`config.mk`:
```
export PLATFORM = sky130hd
export DESIGN_NAME = ole_ctrl
export DESIGN_NICKNAME = d
export VERILOG_FILES = /design/src/design/ole_pkg.sv /design/src/design/ole_ctrl.sv
export SDC_FILE = /design/constraint.sdc
export NUM_CORES = 1
export LEC_CHECK = 0
export CAP_MARGIN = 20
export CORE_AREA = 4 4 183 185
export CTS_CLUSTER_SIZE = 20
export DETAILED_ROUTE_END_ITERATION = 10
export DIE_AREA = 0 0 187 189
export DONT_BUFFER_PORTS = 1
export GPL_TIMING_DRIVEN = 0
export HOLD_SLACK_MARGIN = 0.15
export PLACE_DENSITY = 0.41
export SYNTH_ARGS = -nofsm -noshare
export SYNTH_HDL_FRONTEND = slang
export SYNTH_SLANG_ARGS = --single-unit
export TNS_END_PERCENT = 30
```
`constraint.sdc`:
```
create_clock -name clk -period 5.57 [get_ports clk]
set_input_delay 1.114 -clock clk [delete_from_list [all_inputs] [get_ports clk]]
set_output_delay 1.114 -clock clk [all_outputs]
set_load 0.02 [all_outputs]
```
`src/design/ole_pkg.sv`:
```
// ----------------------------------------------------------------------------
// ole_pkg
// Shared types and constants of the ordered list engine.
// ----------------------------------------------------------------------------
package ole_pkg;

  localparam int CAPACITY = 256;
  localparam int SLOT_W   = $clog2(CAPACITY);
  localparam int CNT_W    = SLOT_W + 1;
  localparam int VALUE_W  = 32;

  localparam logic [2:0] OP_GET          = 3'd0;
  localparam logic [2:0] OP_SET          = 3'd1;
  localparam logic [2:0] OP_INSERT_AT    = 3'd2;
  localparam logic [2:0] OP_REMOVE_AT    = 3'd3;
  localparam logic [2:0] OP_REMOVE_VALUE = 3'd4;
  localparam logic [2:0] OP_FIND         = 3'd5;
  localparam logic [2:0] OP_CLEAR        = 3'd6;
  localparam logic [2:0] OP_NONE         = 3'd7;

  localparam logic [1:0] ST_OK        = 2'd0;
  localparam logic [1:0] ST_RANGE     = 2'd1;
  localparam logic [1:0] ST_NOT_FOUND = 2'd2;
  localparam logic [1:0] ST_FULL      = 2'd3;

  typedef struct packed {
    logic [2:0]         opcode;
    logic [CNT_W-1:0]   position;
    logic signed [31:0] item_value;
  } cmd_t;

  typedef struct packed {
    logic [1:0]         status;
    logic signed [31:0] read_value;
    logic [CNT_W-1:0]   count_after;
  } rsp_t;

  typedef struct packed {
    logic [SLOT_W-1:0]  rd_addr;
    logic [SLOT_W-1:0]  stk_rd_addr;
    logic               val_we;
    logic [SLOT_W-1:0]  val_waddr;
    logic [VALUE_W-1:0] val_wdata;
    logic               lnk_we;
    logic [SLOT_W-1:0]  lnk_waddr;
    logic [SLOT_W-1:0]  lnk_wdata;
    logic               stk_we;
    logic [SLOT_W-1:0]  stk_waddr;
    logic [SLOT_W-1:0]  stk_wdata;
  } store_req_t;

  typedef struct packed {
    logic [VALUE_W-1:0] val;
    logic [SLOT_W-1:0]  lnk;
    logic [SLOT_W-1:0]  stk;
  } store_rsp_t;

  typedef enum logic [4:0] {
    S_IDLE  = 5'b00001,
    S_ALLOC = 5'b00010,
    S_WALK  = 5'b00100,
    S_LINK2 = 5'b01000,
    S_DONE  = 5'b10000
  } state_t;

endpackage

```
`src/design/ole_ctrl.sv`:
```
// ----------------------------------------------------------------------------
// ole_ctrl
// Command sequencer: checks, slot allocation, link walk and relinking.
// ----------------------------------------------------------------------------
module ole_ctrl (
  input  logic                clk,
  input  logic                rst,
  input  logic                cmd_accept,
  input  ole_pkg::cmd_t       cmd,
  output logic                idle,
  output logic                res_valid,
  input  logic                res_take,
  output ole_pkg::rsp_t       res,
  output ole_pkg::store_req_t req,
  input  ole_pkg::store_rsp_t rsp
);

  ole_pkg::state_t state, state_next;
  logic [2:0]                   op, op_next;
  logic [ole_pkg::CNT_W-1:0]    pos, pos_next;
  logic [ole_pkg::VALUE_W-1:0]  val, val_next;
  logic [ole_pkg::SLOT_W-1:0]   first, first_next, last, last_next;
  logic [ole_pkg::SLOT_W-1:0]   cur, cur_next, prev, prev_next, slot, slot_next;
  logic [ole_pkg::CNT_W-1:0]    count, count_next, stk_cnt, stk_cnt_next;
  logic [ole_pkg::CNT_W-1:0]    fresh, fresh_next, idx, idx_next;
  logic [1:0]                   status, status_next;
  logic [31:0]                  rval, rval_next;
  logic [ole_pkg::SLOT_W-1:0]   new_slot;
  logic                         hit, value_op;

  assign idle      = (state == ole_pkg::S_IDLE);
  assign res_valid = (state == ole_pkg::S_DONE);
  assign res.status      = status;
  assign res.read_value  = rval;
  assign res.count_after = count;

  assign new_slot = (stk_cnt != '0) ? rsp.stk : fresh[ole_pkg::SLOT_W-1:0];
  assign value_op = (op == ole_pkg::OP_REMOVE_VALUE) || (op == ole_pkg::OP_FIND);
  assign hit      = value_op ? (rsp.val == val) : (idx == pos);

  always_comb begin
    state_next   = state;
    op_next      = op;
    pos_next     = pos;
    val_next     = val;
    first_next   = first;
    last_next    = last;
    cur_next     = cur;
    prev_next    = prev;
    slot_next    = slot;
    count_next   = count;
    stk_cnt_next = stk_cnt;
    fresh_next   = fresh;
    idx_next     = idx;
    status_next  = status;
    rval_next    = rval;
    req             = '0;
    req.rd_addr     = first;
    req.stk_rd_addr = ole_pkg::SLOT_W'(stk_cnt - 1'b1);

    unique case (state)
      ole_pkg::S_IDLE: begin
        if (cmd_accept) begin
          op_next     = cmd.opcode;
          pos_next    = cmd.position;
          val_next    = cmd.item_value;
          status_next = ole_pkg::ST_OK;
          rval_next   = '1;
          cur_next    = first;
          prev_next   = first;
          idx_next    = '0;
          state_next  = ole_pkg::S_DONE;
          unique case (cmd.opcode)
            ole_pkg::OP_GET, ole_pkg::OP_SET, ole_pkg::OP_REMOVE_AT: begin
              if (cmd.position >= count) status_next = ole_pkg::ST_RANGE;
              else state_next = ole_pkg::S_WALK;
            end
            ole_pkg::OP_INSERT_AT: begin
              priority if (cmd.position > count) status_next = ole_pkg::ST_RANGE;
              else if (count == ole_pkg::CNT_W'(ole_pkg::CAPACITY))
                status_next = ole_pkg::ST_FULL;
              else state_next = ole_pkg::S_ALLOC;
            end
            ole_pkg::OP_REMOVE_VALUE, ole_pkg::OP_FIND: begin
              priority if (count == '0) begin
                status_next = (cmd.opcode == ole_pkg::OP_REMOVE_VALUE) ?
                              ole_pkg::ST_RANGE : ole_pkg::ST_NOT_FOUND;
              end else state_next = ole_pkg::S_WALK;
            end
            ole_pkg::OP_CLEAR: begin
              first_next   = '0;
              last_next    = '0;
              count_next   = '0;
              stk_cnt_next = '0;
              fresh_next   = '0;
            end
            default: status_next = ole_pkg::ST_RANGE;
          endcase
        end
      end

      ole_pkg::S_ALLOC: begin
        // take a recycled slot first, else the next never-used one
        if (stk_cnt != '0) stk_cnt_next = stk_cnt - 1'b1;
        else fresh_next = fresh + 1'b1;
        slot_next     = new_slot;
        req.val_we    = 1'b1;
        req.val_waddr = new_slot;
        req.val_wdata = val;
        priority if (pos == '0) begin
          req.lnk_we    = 1'b1;
          req.lnk_waddr = new_slot;
          req.lnk_wdata = first;
          first_next    = new_slot;
          if (count == '0) last_next = new_slot;
          count_next    = count + 1'b1;
          state_next    = ole_pkg::S_DONE;
        end else if (pos == count) begin
          req.lnk_we    = 1'b1;
          req.lnk_waddr = last;
          req.lnk_wdata = new_slot;
          last_next     = new_slot;
          count_next    = count + 1'b1;
          state_next    = ole_pkg::S_DONE;
        end else begin
          state_next    = ole_pkg::S_WALK;
        end
      end

      ole_pkg::S_WALK: begin
        if (hit) begin
          state_next = ole_pkg::S_DONE;
          unique case (op)
            ole_pkg::OP_GET: rval_next = rsp.val;
            ole_pkg::OP_SET: begin
              req.val_we    = 1'b1;
              req.val_waddr = cur;
              req.val_wdata = val;
            end
            ole_pkg::OP_INSERT_AT: begin
              req.lnk_we    = 1'b1;
              req.lnk_waddr = slot;
              req.lnk_wdata = cur;
              state_next    = ole_pkg::S_LINK2;
            end
            ole_pkg::OP_FIND: rval_next = 32'(idx);
            default: begin
              // unlink cur and push it on the recycled stack
              if (idx == '0) begin
                first_next = (count == 1) ? '0 : rsp.lnk;
                if (count == 1) last_next = '0;
              end else begin
                req.lnk_we    = 1'b1;
                req.lnk_waddr = prev;
                req.lnk_wdata = rsp.lnk;
                if (cur == last) last_next = prev;
              end
              req.stk_we    = 1'b1;
              req.stk_waddr = stk_cnt[ole_pkg::SLOT_W-1:0];
              req.stk_wdata = cur;
              stk_cnt_next  = stk_cnt + 1'b1;
              count_next    = count - 1'b1;
            end
          endcase
        end else if (value_op && (idx == count - 1'b1)) begin
          status_next = ole_pkg::ST_NOT_FOUND;
          state_next  = ole_pkg::S_DONE;
        end else begin
          // advance one slot
          req.rd_addr = rsp.lnk;
          prev_next   = cur;
          cur_next    = rsp.lnk;
          idx_next    = idx + 1'b1;
        end
      end

      ole_pkg::S_LINK2: begin
        req.lnk_we    = 1'b1;
        req.lnk_waddr = prev;
        req.lnk_wdata = slot;
        count_next    = count + 1'b1;
        state_next    = ole_pkg::S_DONE;
      end

      ole_pkg::S_DONE: begin
        if (res_take) state_next = ole_pkg::S_IDLE;
      end

      default: state_next = ole_pkg::S_IDLE;
    endcase
  end

  always_ff @(posedge clk) begin
    if (rst) begin
      state   <= ole_pkg::S_IDLE;
      first   <= '0;
      last    <= '0;
      count   <= '0;
      stk_cnt <= '0;
      fresh   <= '0;
    end else begin
      state   <= state_next;
      first   <= first_next;
      last    <= last_next;
      count   <= count_next;
      stk_cnt <= stk_cnt_next;
      fresh   <= fresh_next;
    end
  end

  always_ff @(posedge clk) begin
    op     <= op_next;
    pos    <= pos_next;
    val    <= val_next;
    cur    <= cur_next;
    prev   <= prev_next;
    slot   <= slot_next;
    idx    <= idx_next;
    status <= status_next;
    rval   <= rval_next;
  end

endmodule

```
Word-level counts from Yosys, hierarchy flattened
Cells that the tools add are included.
{ "word_totals": {"register_bits": 159, "inputBits": 96, "out_inout_bits": 136, "elab_cells": 172} }
{ "op_classes": {"n_addsub": 6, "n_lt_le_gt_ge": 2, "n_eq_ne": 40, "mux": 83, "n_reduce_logical": 26} }
{ "op_table": {"columns": ["cell", "count"], "rows": [
  ["two-way mux 8 bit", 24],
  ["case mux 32 bit (2 select lines)", 2],
  ["two-way mux 9 bit", 13],
  ["two-way mux 17 bit", 5],
  ["case mux 41 bit (2 select lines)", 1],
  ["two-way mux 75 bit", 1],
  ["two-way mux 32 bit", 2],
  ["two-way mux 5 bit", 11],
  ["case mux 17 bit (3 select lines)", 1],
  ["case mux 8 bit (3 select lines)", 2],
  ["two-way mux 41 bit", 1],
  ["adder 9 x 1 -> 9 bit (second input constant)", 4],
  ["case mux 9 bit (2 select lines)", 2],
  ["case mux 9 bit (4 select lines)", 1],
  ["case mux 17 bit (2 select lines)", 1],
  ["== test 32 bit", 1],
  ["case mux 8 bit (2 select lines)", 2],
  ["== test 9 bit", 3],
  ["zero test 9 bit", 3],
  ["case mux 9 bit (3 select lines)", 1],
  ["case mux 5 bit (5 select lines)", 1],
  ["inequality test 2 bit (second input constant)", 10],
  ["subtractor 9 x 1 -> 9 bit (second input constant)", 2],
  ["AND reduction 4 bit", 4],
  ["other kinds (36)", 59]
]} }

Logic depth before layout (Yosys ltp)
{ "depth": {"depth_word": 6, "ltp_mapped": 11, "mapped_depth_nobuf": 9} }

Worst setup path before layout
OpenSTA, ideal clock, no wires.
{ "synth_timing": {"path_type": "in2reg", "start": "input rsp[39] in the netlist's numbering", "end": "register rval[0], enable pin", "setup_ns": 0.432, "arrival_time_ns": 4.273, "t_required_ns": 5.138, "setup_slack_ns": 0.865, "path_stages": 7, "path_buffers": 1, "cell_sequence": "xnor2_1 nand4_1 or4_1 o31a_1 buf_6 or3_1 a21oi_1"} }
{ "synth_via": {"elab_chain_len": 4} }
{ "synth_lines": {"columns": ["element", "line_no", "rtl"], "rows": [
  ["from (decl)", "ole_ctrl.sv:15", "input ole_pkg::store_rsp_t rsp"],
  ["== test 32 bit", "ole_ctrl.sv:39", "assign hit = value_op ? (rsp.val == val) : (idx == pos);"],
  ["two-way mux 1 bit", "ole_ctrl.sv:39", null],
  ["inequality test 2 bit (no line)", null, null],
  ["AND reduction 4 bit (no line)", null, null],
  ["to (signal assigned)", "ole_ctrl.sv:220", "rval <= rval_next;"],
  ["to (decl)", "ole_ctrl.sv:27", "logic [31:0] rval, rval_next;"]
]} }
No other way between the ends.
A chain may end at the register's enable or synchronous reset.

==> impl_metrics.ini <==
[status]
status = complete, no violations

[sta]
hold_violations = 0
setup_viol_count_final = 0
post-route-min-period_ns = 5.296
worst_slew_pin_slew_ns = 1.041
slew_violations = 0
max_freq_mhz = 188.8
fin_crit_sh = 0.9508
fin_hold_ws_ns = 0.5154
max-slew-margin-rel = 0.2865
rsz0062_at_grt = false
skew_ns = 0.01639

[logic_synthesis]
yosysUniqueCellTypes = 78
syn_area_sq_um = 9473
synth-seq-cells = 158
synth_fp_nets = 1103
syn_inst = 990
synth_edf_count = 111
ys_seq_area_frac = 0.4512
synth-async-reset-ratio = 0
syn_area_per_cell_sq_um = 9.569
yosys_warnings = 0
ys.flop_type = edfxtp_1

[cells_and_area]
syn_to_final_growth_pct = 12.44
diodes = 0
design_area_sq_um = 10650
drive_gt1_frac = 0.09056
final_cell_mix = 139 x nand2_1, 111 x edfxtp_1, 53 x xor2_1
mostFrequentLayoutCell = nand2_1
nets = 1127

[global_route]
grt-ovfl-total = 0
gr-usage-met2 = 0.3135
grt_pass1_wl_microns = 51990
grt_max_degree = 35
use_met1 = 0.2500
grt_use_met3 = 0.06361
grtUsageTotal = 0.1933
antenna_found_initial = 0
globalRoute.busiestLayer = met2
grt_pass1_vias = 7779

[routing]
drt-initial-drc-count = 574
drc_errors = 0
dr_total_vias = 7728
drtAntennaViolNets = 0
drt-vias-per-instance = 5.385
detail_route.wl_per_cell_microns = 24.31
drt-total-wl_microns = 34890
first_pass_iters = 6

[die]
die_y_microns = 189
dieArea_sq_um = 35340
ios = 232
rows = 66
die_w_microns = 187
core_sq_um = 32040
initial_utilization = 0.2956

[placement]
place_congestion = 0.8352
placed_cell_area_sq_um = 10050
hpwlAfterDp_microns = 26900
port_buffers = 0

[worst_setup_path]
crit_type = input pin to output pin
critPathRequiredTime_ns = 4.46
critical_path.max_fanout = 10
end_kind = output pin
start_kind = input pin
slowest_delay_ns = 0.64
worstPathArrival_ns = 4.18
cpMaxStageDelayCell = or4_1
worstPathCellList = xnor2_1, nand4_1, or4_1, o31ai_1, nand2_1, o21ai_4, buf_2, and2_1

[worst_hold_path]
hold_path.class = flop to flop

[clocking]
clock_latency_ns = 0.45
cts_made_buffers = 17
htreeDepth = 4
clkTransAtPathRegs_ns = 0.07
cts_tree = built
root_buffer = clkbuf_16
clockBufferDepth = 2
ctsHoldBuffers = 0
clkSinkCount = 158

[pwr]
max-vdd-ir-drop_mv = 0.2199
power.total_w = 0.002853
power_density_nw_per_um2 = 267.9
power_leakage_nw = 3.680

[flow_run]
cap_viol_max_count = 0
==> cell usage after synthesis (14+ instances only) <==
| cell | n | area [sq um] |
|---|---|---|
| nand2_1 | 139 | 521.8 |
| edfxtp_1 | 111 | 3333 |
| nor2_1 | 53 | 198.9 |
| xor2_1 | 53 | 464.2 |
| clkbuf_1 | 48 | 180.2 |
| and2_1 | 47 | 294.0 |
| dfxtp_1 | 47 | 940.9 |
| a21oi_1 | 44 | 220.2 |
| xnor2_1 | 39 | 341.6 |
| a22oi_1 | 28 | 210.2 |
| o21ai_0 | 28 | 140.1 |
| inv_1 | 26 | 97.59 |
| nand3_1 | 23 | 115.1 |
| nand4_1 | 20 | 125.1 |
| buf_2 | 19 | 95.09 |
| a31oi_1 | 17 | 106.4 |
| ha_1 | 17 | 212.7 |
| nor3_1 | 17 | 85.08 |
| a22o_1 | 16 | 140.1 |
| o21ai_1 | 15 | 75.07 |
| nor4_1 | 14 | 87.58 |
==> layer usage <==
| metal | part of all wire | vias to the layer above |
|---|---|---|
| li1 | - | 3674 |
| met1 | 0.44 | 3683 |
| met2 | 0.46 | 341 |
| met3 | 0.079 | 30 |
| met4 | 0.017 | 0 |
| met5 | 0 | - |
==> path summary, 6_finish.rpt <==
check	startpoint	depth (start not counted)	end	slack, ns
worst max register to register	state[2]	7	rval[31]	1.84
worst min register to register	first[1]	2	first[1]	0.52
worst max-delay path	rsp[39]	8	req[43]	0.27
worst min-delay path	first[1]	2	first[1]	0.52
==> what timing repair did <==
action / 4_1_cts / 5_1_grt
gates resized for setup: 1 / 2
setup endpoints to repair: 20 / 21
cloned: 0 / 0
setup buffers: 0 / 0
==> final cells by class <==
type / count / area (sq um)
Fill cell: 3319 / 21390
Multi-Input combinational cell: 733 / 4810
Sequential cell: 158 / 4274
Tap cell: 408 / 510.5
Clock buffer: 18 / 439.2
Buffer: 72 / 320.3
Clock inverter: 14 / 132.6
Inverter: 27 / 101.3
Timing Repair Buffer: 5 / 63.81
==> worst max-delay path: cells and delay by family <==
family | cells | cell delay [ns]
AO/OA/AOI/OAI | 2 | 0.99
XOR/XNOR | 1 | 0.16
buffers and inverters | 1 | 0.36
AND/OR/NAND/NOR | 4 | 1.56
==> power breakdown <==
group	internal, W	leakage, nW	switching (W)
Combinational	0.0000976	2.04	0.000182
Sequential	0.00133	1.36	0.0000645
Clock	0.000635	0.274	0.000546
==> through the flow <==
stage | std cells | utilization | setup TNS (ns) | worst slack, ns
after floorplan | 990 | - | 0 | 0.8651
after global placement | 1398 | 0.3116 | -13.69 | -0.3185
after global routing | 1435 | 0.3324 | 0 | 0.004835
after CTS | 1433 | 0.3318 | 0 | 0.1407
final | 1435 | 0.3324 | 0 | 0.2740
after detailed placement | 1401 | 0.3138 | -1.218 | -0.1049
==> kinds of logic after synthesis <==
logic type | Yosys count | share of synthesized area
fa+ha+maj | 17 | 0.02245
compound gates | 222 | 0.1666
buf+inv | 99 | 0.04451
simple gates | 382 | 0.2057
flops | 158 | 0.4512
mux | 19 | 0.02219
xor+xnor | 93 | 0.08744
==> sequential cells by signal (all words and copies together), names as in the netlist <==
signal and count:
count 9, status 2, op 3, pos 9, rval 32, slot 8, cur 8, first 8
idx 9, fresh 8, prev 8, last 8, state 5, stk_cnt 9, val 32
Note: power is estimated with default switching activity, not from simulation.
